--- src/hw/rtl/indexed_block_allocator_core_defines.svh ---
// ---------------------------------------------------------------------------
// Indexed block allocator assertion macros
// Concurrent property checks for simulation; empty in synthesis builds.
// ---------------------------------------------------------------------------
`ifndef INDEXED_BLOCK_ALLOCATOR_CORE_DEFINES_SVH
`define INDEXED_BLOCK_ALLOCATOR_CORE_DEFINES_SVH
`ifndef SYNTHESIS
// Check that cons holds in the same cycle as ante
`define IBA_ASSERT_IMP(label, clk_s, rstn_s, ante, cons) \
  label: assert property (@(posedge clk_s) disable iff (!rstn_s) (ante) |-> (cons)) \
    else $error("iba: same-cycle check failed");
// Check that cons holds in the cycle after ante
`define IBA_ASSERT_NXT(label, clk_s, rstn_s, ante, cons) \
  label: assert property (@(posedge clk_s) disable iff (!rstn_s) (ante) |=> (cons)) \
    else $error("iba: next-cycle check failed");
`else
`define IBA_ASSERT_IMP(label, clk_s, rstn_s, ante, cons)
`define IBA_ASSERT_NXT(label, clk_s, rstn_s, ante, cons)
`endif
`endif

--- src/hw/rtl/iba_pkg.sv ---
`timescale 1ns / 1ps
// ---------------------------------------------------------------------------
// Indexed block allocator package
// Word types, status codes, sequencer states and default sizes.
// ---------------------------------------------------------------------------
package iba_pkg;

  // Field widths
  localparam int CFG_W  = 11;
  localparam int IDX_W  = 10;
  localparam int CNT_W  = 6;
  localparam int STS_W  = 3;
  localparam int FNUM_W = 8;

  // Default sizes
  localparam int DISK_BLOCKS_DEF     = 1024;
  localparam int MAX_FILES_DEF       = 256;
  localparam int MAX_FILE_BLOCKS_DEF = 63;

  // Reset value of the managed block count
  localparam int BLOCKS_IN_USE_RST = 1024;

  // Result status codes
  localparam logic [STS_W-1:0] STS_GRANTED = 3'd0;
  localparam logic [STS_W-1:0] STS_INVALID = 3'd1;
  localparam logic [STS_W-1:0] STS_NOSPACE = 3'd2;
  localparam logic [STS_W-1:0] STS_FULL    = 3'd3;
  localparam logic [STS_W-1:0] STS_EMPTY   = 3'd4;

  typedef struct packed {
    logic [IDX_W-1:0] index_block;
    logic [CNT_W-1:0] block_count;
  } in_word_t;

  typedef struct packed {
    logic [STS_W-1:0]  status;
    logic [IDX_W-1:0]  block_number;
    logic [FNUM_W-1:0] file_number;
    logic              last;
  } out_word_t;

  typedef enum logic [2:0] {
    ST_CLEAR,
    ST_IDLE,
    ST_CHECK,
    ST_SCAN,
    ST_GRANT,
    ST_RESP
  } state_t;

endpackage

--- src/hw/rtl/indexed_block_allocator_core.sv ---
`timescale 1ns / 1ps
// Per request: the index block is read as the word is taken and then checked; a scan
// counts the free blocks below the managed block count and, if enough are found, a
// second pass grants them, one result word per granted block. Both passes walk the
// single read port of the block-use RAM one address per cycle; the grant pass holds
// while the output stalls.
// Reset: a clear pass writes every RAM entry free, with the input stalled.
// ---------------------------------------------------------------------------
// Indexed block allocator core
// First-fit allocator of disk blocks over a block-use map held in RAM.
// ---------------------------------------------------------------------------
`include "indexed_block_allocator_core_defines.svh"

module indexed_block_allocator_core #(
  parameter int DISK_BLOCKS     = iba_pkg::DISK_BLOCKS_DEF,
  parameter int MAX_FILES       = iba_pkg::MAX_FILES_DEF,
  parameter int MAX_FILE_BLOCKS = iba_pkg::MAX_FILE_BLOCKS_DEF
) (
  input  logic                           clk,
  input  logic                           rst_n,
  input  logic                           cfg_wr_en,
  input  logic [iba_pkg::CFG_W-1:0]      cfg_wr_data,
  input  logic                           in_valid,
  output logic                           in_stall,
  input  iba_pkg::in_word_t              in_word,
  output logic                           out_valid,
  input  logic                           out_stall,
  output iba_pkg::out_word_t             out_word
);

  import iba_pkg::*;

  localparam int AW = $clog2(DISK_BLOCKS);
  localparam int LW = $clog2(DISK_BLOCKS + 1);
  localparam int FW = $clog2(MAX_FILES + 1);
  localparam int XW = (LW > IDX_W) ? LW : IDX_W;
  localparam int CW = (LW > CFG_W) ? LW : CFG_W;
  localparam int LIMIT_RST =
    (BLOCKS_IN_USE_RST > DISK_BLOCKS) ? DISK_BLOCKS : BLOCKS_IN_USE_RST;

  state_t             state_r, state_nxt;
  logic [LW-1:0]      limit_r;
  logic [LW-1:0]      ptr_r, ptr_nxt;
  logic               pend_r, pend_nxt;
  logic [AW-1:0]      pend_addr_r, pend_addr_nxt;
  logic [CNT_W-1:0]   found_r, found_nxt;
  logic [IDX_W-1:0]   ib_r, ib_nxt;
  logic [CNT_W-1:0]   cnt_r, cnt_nxt;
  logic [FW-1:0]      files_r, files_nxt;
  logic [STS_W-1:0]   resp_sts_r, resp_sts_nxt;
  logic [FNUM_W-1:0]  resp_file_r, resp_file_nxt;
  logic               out_valid_r, out_valid_nxt;
  out_word_t          out_word_r, out_word_nxt;

  logic               ram_we;
  logic [AW-1:0]      ram_waddr;
  logic               ram_wdata;
  logic [AW-1:0]      ram_raddr;
  logic               ram_rdata;

  logic [CW-1:0]      cfg_ext;
  logic [LW-1:0]      cfg_limit;
  logic               can_emit;
  logic               idx_ok;
  logic               table_full;
  logic               cnt_big;
  logic               hit;
  logic               issue_ok;
  logic               found_done;
  logic               grant_fire;
  logic               map_walk;
  logic               grant_last;

  // Block-use map: one bit per disk block, set when owned
  iba_ram #(
    .WIDTH (1),
    .DEPTH (DISK_BLOCKS)
  ) u_use_ram (
    .clk   (clk),
    .we    (ram_we),
    .waddr (ram_waddr),
    .wdata (ram_wdata),
    .raddr (ram_raddr),
    .rdata (ram_rdata)
  );

  // Saturate the written block count to the disk size
  assign cfg_ext   = CW'(cfg_wr_data);
  assign cfg_limit = (cfg_ext > CW'(DISK_BLOCKS)) ? LW'(DISK_BLOCKS) : LW'(cfg_wr_data);

  // Shared status terms
  assign can_emit   = !out_valid_r || !out_stall;
  assign idx_ok     = (XW'(ib_r) < XW'(limit_r)) && !ram_rdata;
  assign table_full = (files_r == FW'(MAX_FILES));
  assign cnt_big    = (cnt_r > CNT_W'(MAX_FILE_BLOCKS));
  assign hit        = pend_r && !ram_rdata && (XW'(pend_addr_r) != XW'(ib_r));
  assign issue_ok   = (ptr_r < limit_r);
  assign found_done = ((found_r + 1'b1) == cnt_r);
  assign grant_fire = (state_r == ST_GRANT) && hit && can_emit;
  assign map_walk   = (state_r == ST_SCAN) || (state_r == ST_GRANT);
  assign grant_last = grant_fire && found_done;

  // Next state
  always_comb begin
    state_nxt = state_r;
    unique case (state_r)
      ST_CLEAR: begin
        if (ptr_r == LW'(DISK_BLOCKS - 1)) begin
          state_nxt = ST_IDLE;
        end
      end
      ST_IDLE: begin
        if (in_valid) begin
          state_nxt = ST_CHECK;
        end
      end
      ST_CHECK: begin
        if (!idx_ok || table_full || cnt_big || (cnt_r == '0)) begin
          state_nxt = ST_RESP;
        end else begin
          state_nxt = ST_SCAN;
        end
      end
      ST_SCAN: begin
        priority if (hit && found_done) begin
          state_nxt = ST_GRANT;
        end else if (!pend_r && !issue_ok) begin
          state_nxt = ST_RESP;
        end else begin
          state_nxt = ST_SCAN;
        end
      end
      ST_GRANT: begin
        if (grant_fire && found_done) begin
          state_nxt = ST_IDLE;
        end
      end
      ST_RESP: begin
        if (can_emit) begin
          state_nxt = ST_IDLE;
        end
      end
      default: state_nxt = ST_CLEAR;
    endcase
  end

  // Datapath and RAM control
  always_comb begin
    ptr_nxt       = ptr_r;
    pend_nxt      = pend_r;
    pend_addr_nxt = pend_addr_r;
    found_nxt     = found_r;
    ib_nxt        = ib_r;
    cnt_nxt       = cnt_r;
    files_nxt     = files_r;
    resp_sts_nxt  = resp_sts_r;
    resp_file_nxt = resp_file_r;
    out_word_nxt  = out_word_r;
    out_valid_nxt = out_valid_r && out_stall;
    ram_we        = 1'b0;
    ram_waddr     = pend_addr_r;
    ram_wdata     = 1'b1;
    ram_raddr     = ptr_r[AW-1:0];

    unique case (state_r)
      ST_CLEAR: begin
        // Sweep every entry to free
        ram_we    = 1'b1;
        ram_waddr = ptr_r[AW-1:0];
        ram_wdata = 1'b0;
        ptr_nxt   = LW'(ptr_r + 1'b1);
      end
      ST_IDLE: begin
        // Read the requested index block as the word arrives
        ram_raddr = AW'(in_word.index_block);
        if (in_valid) begin
          ib_nxt  = in_word.index_block;
          cnt_nxt = in_word.block_count;
        end
      end
      ST_CHECK: begin
        ptr_nxt       = '0;
        pend_nxt      = 1'b0;
        found_nxt     = '0;
        resp_file_nxt = '0;
        priority if (!idx_ok) begin
          resp_sts_nxt = STS_INVALID;
        end else if (table_full) begin
          resp_sts_nxt = STS_FULL;
        end else if (cnt_big) begin
          resp_sts_nxt = STS_NOSPACE;
        end else if (cnt_r == '0) begin
          // Empty file: claim the index block only
          resp_sts_nxt  = STS_EMPTY;
          resp_file_nxt = FNUM_W'(files_r);
          files_nxt     = FW'(files_r + 1'b1);
          ram_we        = 1'b1;
          ram_waddr     = AW'(ib_r);
        end else begin
          resp_sts_nxt = STS_NOSPACE;
        end
      end
      ST_SCAN: begin
        // Count free blocks, claiming only the index block once enough are found
        if (hit) begin
          found_nxt = CNT_W'(found_r + 1'b1);
        end
        priority if (hit && found_done) begin
          ptr_nxt   = '0;
          pend_nxt  = 1'b0;
          found_nxt = '0;
          ram_we    = 1'b1;
          ram_waddr = AW'(ib_r);
        end else if (issue_ok) begin
          pend_nxt      = 1'b1;
          pend_addr_nxt = ptr_r[AW-1:0];
          ptr_nxt       = LW'(ptr_r + 1'b1);
        end else begin
          pend_nxt      = 1'b0;
          resp_sts_nxt  = STS_NOSPACE;
          resp_file_nxt = '0;
        end
      end
      ST_GRANT: begin
        priority if (hit && !can_emit) begin
          // Hold the free block and read it again
          ram_raddr = pend_addr_r;
        end else begin
          if (hit) begin
            ram_we                    = 1'b1;
            out_valid_nxt             = 1'b1;
            out_word_nxt.status       = STS_GRANTED;
            out_word_nxt.block_number = IDX_W'(pend_addr_r);
            out_word_nxt.file_number  = FNUM_W'(files_r);
            out_word_nxt.last         = found_done;
            found_nxt                 = CNT_W'(found_r + 1'b1);
          end
          priority if (hit && found_done) begin
            files_nxt = FW'(files_r + 1'b1);
            pend_nxt  = 1'b0;
          end else if (issue_ok) begin
            pend_nxt      = 1'b1;
            pend_addr_nxt = ptr_r[AW-1:0];
            ptr_nxt       = LW'(ptr_r + 1'b1);
          end else begin
            pend_nxt = 1'b0;
          end
        end
      end
      ST_RESP: begin
        // Emit the single result word
        if (can_emit) begin
          out_valid_nxt             = 1'b1;
          out_word_nxt.status       = resp_sts_r;
          out_word_nxt.block_number = '0;
          out_word_nxt.file_number  = resp_file_r;
          out_word_nxt.last         = 1'b1;
        end
      end
      default: begin
        ptr_nxt = '0;
      end
    endcase
  end

  // Control registers
  always_ff @(posedge clk) begin
    if (!rst_n) begin
      state_r     <= ST_CLEAR;
      ptr_r       <= '0;
      pend_r      <= 1'b0;
      found_r     <= '0;
      files_r     <= '0;
      out_valid_r <= 1'b0;
      limit_r     <= LW'(LIMIT_RST);
    end else begin
      state_r     <= state_nxt;
      ptr_r       <= ptr_nxt;
      pend_r      <= pend_nxt;
      found_r     <= found_nxt;
      files_r     <= files_nxt;
      out_valid_r <= out_valid_nxt;
      if (cfg_wr_en) begin
        limit_r <= cfg_limit;
      end
    end
  end

  // Payload registers
  always_ff @(posedge clk) begin
    pend_addr_r <= pend_addr_nxt;
    ib_r        <= ib_nxt;
    cnt_r       <= cnt_nxt;
    resp_sts_r  <= resp_sts_nxt;
    resp_file_r <= resp_file_nxt;
    out_word_r  <= out_word_nxt;
  end

  assign in_stall  = (state_r != ST_IDLE);
  assign out_valid = out_valid_r;
  assign out_word  = out_word_r;

  // Checks
  `IBA_ASSERT_IMP(a_found_below_cnt, clk, rst_n, map_walk, found_r < cnt_r)
  `IBA_ASSERT_IMP(a_clear_quiet, clk, rst_n, state_r == ST_CLEAR, in_stall && !out_valid_r)
  `IBA_ASSERT_NXT(a_file_count_step, clk, rst_n, grant_last, files_r == $past(files_r) + 1'b1)

endmodule

--- src/hw/rtl/iba_ram.sv ---
`timescale 1ns / 1ps
// ---------------------------------------------------------------------------
// Generic RAM
// One write port and one read port with registered read data.
// ---------------------------------------------------------------------------
module iba_ram #(
  parameter int WIDTH = 1,
  parameter int DEPTH = 1024
) (
  input  logic                     clk,
  input  logic                     we,
  input  logic [$clog2(DEPTH)-1:0] waddr,
  input  logic [WIDTH-1:0]         wdata,
  input  logic [$clog2(DEPTH)-1:0] raddr,
  output logic [WIDTH-1:0]         rdata
);

  logic [WIDTH-1:0] mem [DEPTH];

  // Write port
  always_ff @(posedge clk) begin
    if (we) begin
      mem[waddr] <= wdata;
    end
  end

  // Registered read port
  always_ff @(posedge clk) begin
    rdata <= mem[raddr];
  end

endmodule
--- config.mk ---
export PLATFORM = sky130hd
export DESIGN_NAME = indexed_block_allocator_core
export DESIGN_NICKNAME = d
export VERILOG_FILES = /design/src/hw/rtl/iba_pkg.sv /design/src/hw/rtl/indexed_block_allocator_core.sv /design/src/hw/rtl/iba_ram.sv
export VERILOG_INCLUDE_DIRS = /design/src /design/src/hw/rtl
export SDC_FILE = /design/constraint.sdc
export NUM_CORES = 2
export LEC_CHECK = 0
export BUFFER_PORTS_ARGS = -buffer_cell sky130_fd_sc_hd__clkbuf_2
export CAP_MARGIN = 20
export CELL_PAD_IN_SITES_DETAIL_PLACEMENT = 0
export CELL_PAD_IN_SITES_GLOBAL_PLACEMENT = 2
export CORE_MARGIN = 2
export CORE_UTILIZATION = 35
export DETAILED_ROUTE_END_ITERATION = 8
export PLACE_DENSITY_LB_ADDON = 0.3
export REMOVE_ABC_BUFFERS = 1
export SLEW_MARGIN = 20
export SYNTH_ARGS = -nofsm -noshare
export SYNTH_HDL_FRONTEND = slang
export SYNTH_SLANG_ARGS = --single-unit
--- constraint.sdc ---
create_clock -name clk -period 16.9 [get_ports clk]
set_input_delay 2.535 -clock clk [delete_from_list [all_inputs] [get_ports clk]]
set_output_delay 2.535 -clock clk [all_outputs]
set_load 0.05 [all_outputs]
==> results by group <==
STA
  – RSZ-0062 raised after global routing: no
  – Hold Violations, Final: 0
  – Final min period: 7.81 ns
  – Max Clock Skew: 0.0266 ns
  – Worst-Margin Slew: 1.19 ns
  – Max Slew Vio Count: 0
  – Worst slew margin: 0.205
  – Worst hold slack: 0.476 ns
  – Max Fclk: 0.128 GHz
  – Period utilization: 0.462
  – Finish-stage setup viols: 0
  – Setup ws final: 9.09 ns

Global route
  – Global Route Usage Sum: 0.225
  – First-pass GRT wire length: 266 mm
  – Vias in the first global route: 38589
  – Largest net degree at the start of global routing: 258
  – GRT overflow: 0
  – Initial antenna violation count: 3

Synth
  – Dominant synthesized flop cell: edfxtp_1
  – Area share of the largest cell type after synthesis: 0.611
  – Asr flop ratio synth: 0
  – Most common cell in the netlist: edfxtp_1
  – Avg Cell Area, Syn: 11.2 um2
  – Synth cell types: 75
  – Synth Register Bits: 1126
  – Post-synth EDFFs: 1083
  – Sequential area share after synthesis: 0.627
  – Synth top cells by count: edfxtp_1, nand2_1, nor4_1
  – Syn Inst Count: 4734
  – Most area-hungry cell type in the Yosys netlist: edfxtp_1
  – Area of the mapped netlist: 53200 um2
  – Synth warn: 0
  – Main area contributors after synthesis: edfxtp_1, nor4_1, nand2_1

Job
  – # Max-Cap Violations: 0

Placed design
  – Post-DP HPWL: 86.5 mm
  – Dpl ws: 8.33 ns
  – PortBufs: 55
  – Routability Congestion: 0.814

Detailed routing
  – Drt wl/cell: 27.2 um
  – First-pass iteration count of the detailed router: 5
  – Initial DRC count: 3994
  – Drc violations: 0
  – Number of vias per cell: 6.00
  – DR vias: 39382
  – Post-Route WL: 178 mm
  – Final ANT Viol Nets: 0

Clocking
  – Clock root cell: clkbuf_16
  – Clock Latency Late Sink: 0.78 ns
  – Post-CTS Hold Fix Bufs: 0
  – Depth of the CTS H-tree: 4
  – CTS max path bufs: 3
  – Num CTS Buffers: 134
  – CTS tree: yes
  – Clk pin slew, worst setup/hold paths: 0.06 ns
  – # resized after CTS: 0
  – Setup Buffers After CTS: 0
  – Clock Sinks: 1126

Cells and area
  – Area Overhead vs Synth: 10.7%
  – Diode count: 0
  – Layout cells sized above 1: 0.0873
  – Final nets: 4487
  – FF+latch area: 33400 um2
  – Fillers: 14761
  – Area of the multi-input gates: 17600 um2

Die
  – Starting Density: 0.351
  – I/O pin total: 56
  – Core area: 152000 um2
  – Core Rows: 143
  – Chip Width: 394 um
  – Total Die Area: 155000 um2
  – Die height: 394 um

Critical path
  – Worst Path Arrival: 8.47 ns
  – Crit-path slowest cell: nor4_1
  – Worst setup EP type: flop
  – Cell mode on critical path: buf_4
  – Crit path required time: 17.55 ns
  – Worst Setup Start Kind: input pin
  – Critical-path cell list: clkbuf_2, nand2_1, nor4b_4, o311ai_0, o21ai_4, buf_4, buf_12, buf_4, mux2i_1, a32oi_1, o311ai_0, nand4_1, nor4_1, buf_4, nor4_1, mux2_2, a211o_1
  – Setup CP Type: input pin to flop
  – Largest stage delay, worst path: 0.80 ns
  – Max FO, Critical Path: 145

Power and ir drop
  – P per Cell Area: 119 nW/um2
  – Peak VDD IR: 0.0923 mV
  – Leakage: 18.5 nW

Hold path
  – Hold crit path type: flop to flop

Status
  – Status: finished clean
==> area by class of cell <==
type,count,share of cell area
well taps,2030,0.0431
repair buffers,152,0.0195
inverters,31,0.00219
clock inverters,66,0.00856
multi-input cells,2987,0.299
clock buffers,174,0.0609
flip-flops and latches,1126,0.566
==> worst max-delay path, delay by kind of cell <==
family          cells  cell delay, ns
compound gates      5            1.08
buf+inv             5            2.19
mux                 2            0.63
simple gates        5            1.73
==> cell usage in the layout, fill, tap and decap left out, types with 22 or more instances in the layout <==
cell type     n
a211oi_1     24
a21oi_1      53
a31oi_1      35
a32oi_1      68
and2_1       51
buf_4        83
clkbuf_1     35
clkbuf_16   137
clkbuf_2     55
clkinv_1     31
dfxtp_1      43
edfxtp_1   1083
ha_1         23
inv_1        30
mux2i_1     165
nand2_1     772
nand3_1     260
nand4_1      80
nor2_1       61
nor3_1      414
nor4_1      640
o2111ai_1    51
o21ai_0      29
o311ai_0     22
==> sequential cells by signal (all words and copies together) (netlist names) <==
signal           flops
out_word            22
limit_r             11
found_r              6
out_valid            1
resp_sts_r           3
pend_addr_r         10
resp_file_r          8
ib_r                10
state_r              3
u_use_ram.mem     1024
u_use_ram.rdata      1
files_r              9
ptr_r               11
cnt_r                6
pend_r               1
==> stage by stage <==
| stage | area (um2) | power (mW) | utilization | std cells | TNS (ns) |
|---|---|---|---|---|---|
| after floorplan | 50800 | 3.84 | - | 4144 | -343.41 |
| after global placement | 54800 | 4.32 | 0.362 | 6324 | 0 |
| after detailed placement | 54800 | 4.32 | 0.362 | 6325 | 0 |
| after CTS | 58900 | 7.08 | 0.389 | 6565 | 0 |
| after global routing | 58900 | 7.25 | 0.389 | 6566 | 0 |
| final | 58900 | 7.03 | 0.389 | 6566 | 0 |
==> path summary, 6_finish.rpt <==
path	startpoint	cells after the start	to	slack (ns)
max reg2reg	state_r[2]$_SDFFE_PN0P_	16	u_use_ram.rdata$_DFF_P_	9.95
max	out_stall	17	u_use_ram.rdata$_DFF_P_	9.09
min reg2reg	limit_r[5]$_SDFFE_PN0P_	2	limit_r[5]$_SDFFE_PN0P_	0.48
min	limit_r[5]$_SDFFE_PN0P_	2	limit_r[5]$_SDFFE_PN0P_	0.48
==> cell families (layout without fill, tap and decap cells) <==
| family | after synthesis | count (layout) | share of synthesized area |
|---|---|---|---|
| mux | 176 | 176 | 0.0333 |
| xor+xnor | 31 | 31 | 0.00510 |
| fa+ha+maj | 23 | 23 | 0.00540 |
| simple gates | 2371 | 2371 | 0.224 |
| buf+inv | 621 | 423 | 0.0487 |
| flops | 1126 | 1126 | 0.627 |
| compound gates | 386 | 386 | 0.0561 |
==> report_power, final <==
group          internal (mW)  leakage [nW]  total (mW)  switching (mW)
logic                  0.242          5.77        1.23           0.988
clock network           1.59          2.00        2.76            1.18
registers               3.02          10.7        3.04          0.0161
total                   4.85          18.5        7.03            2.18
==> metal layers <==
layer,GRT usage,up-vias,routed length (um)
li1,-,17597,-
met1,0.312,20344,79900
met2,0.365,1203,83900
met3,0.0347,236,10300
met4,0.0630,2,4320
met5,0,-,7
Power figures use the tool's default switching activity.
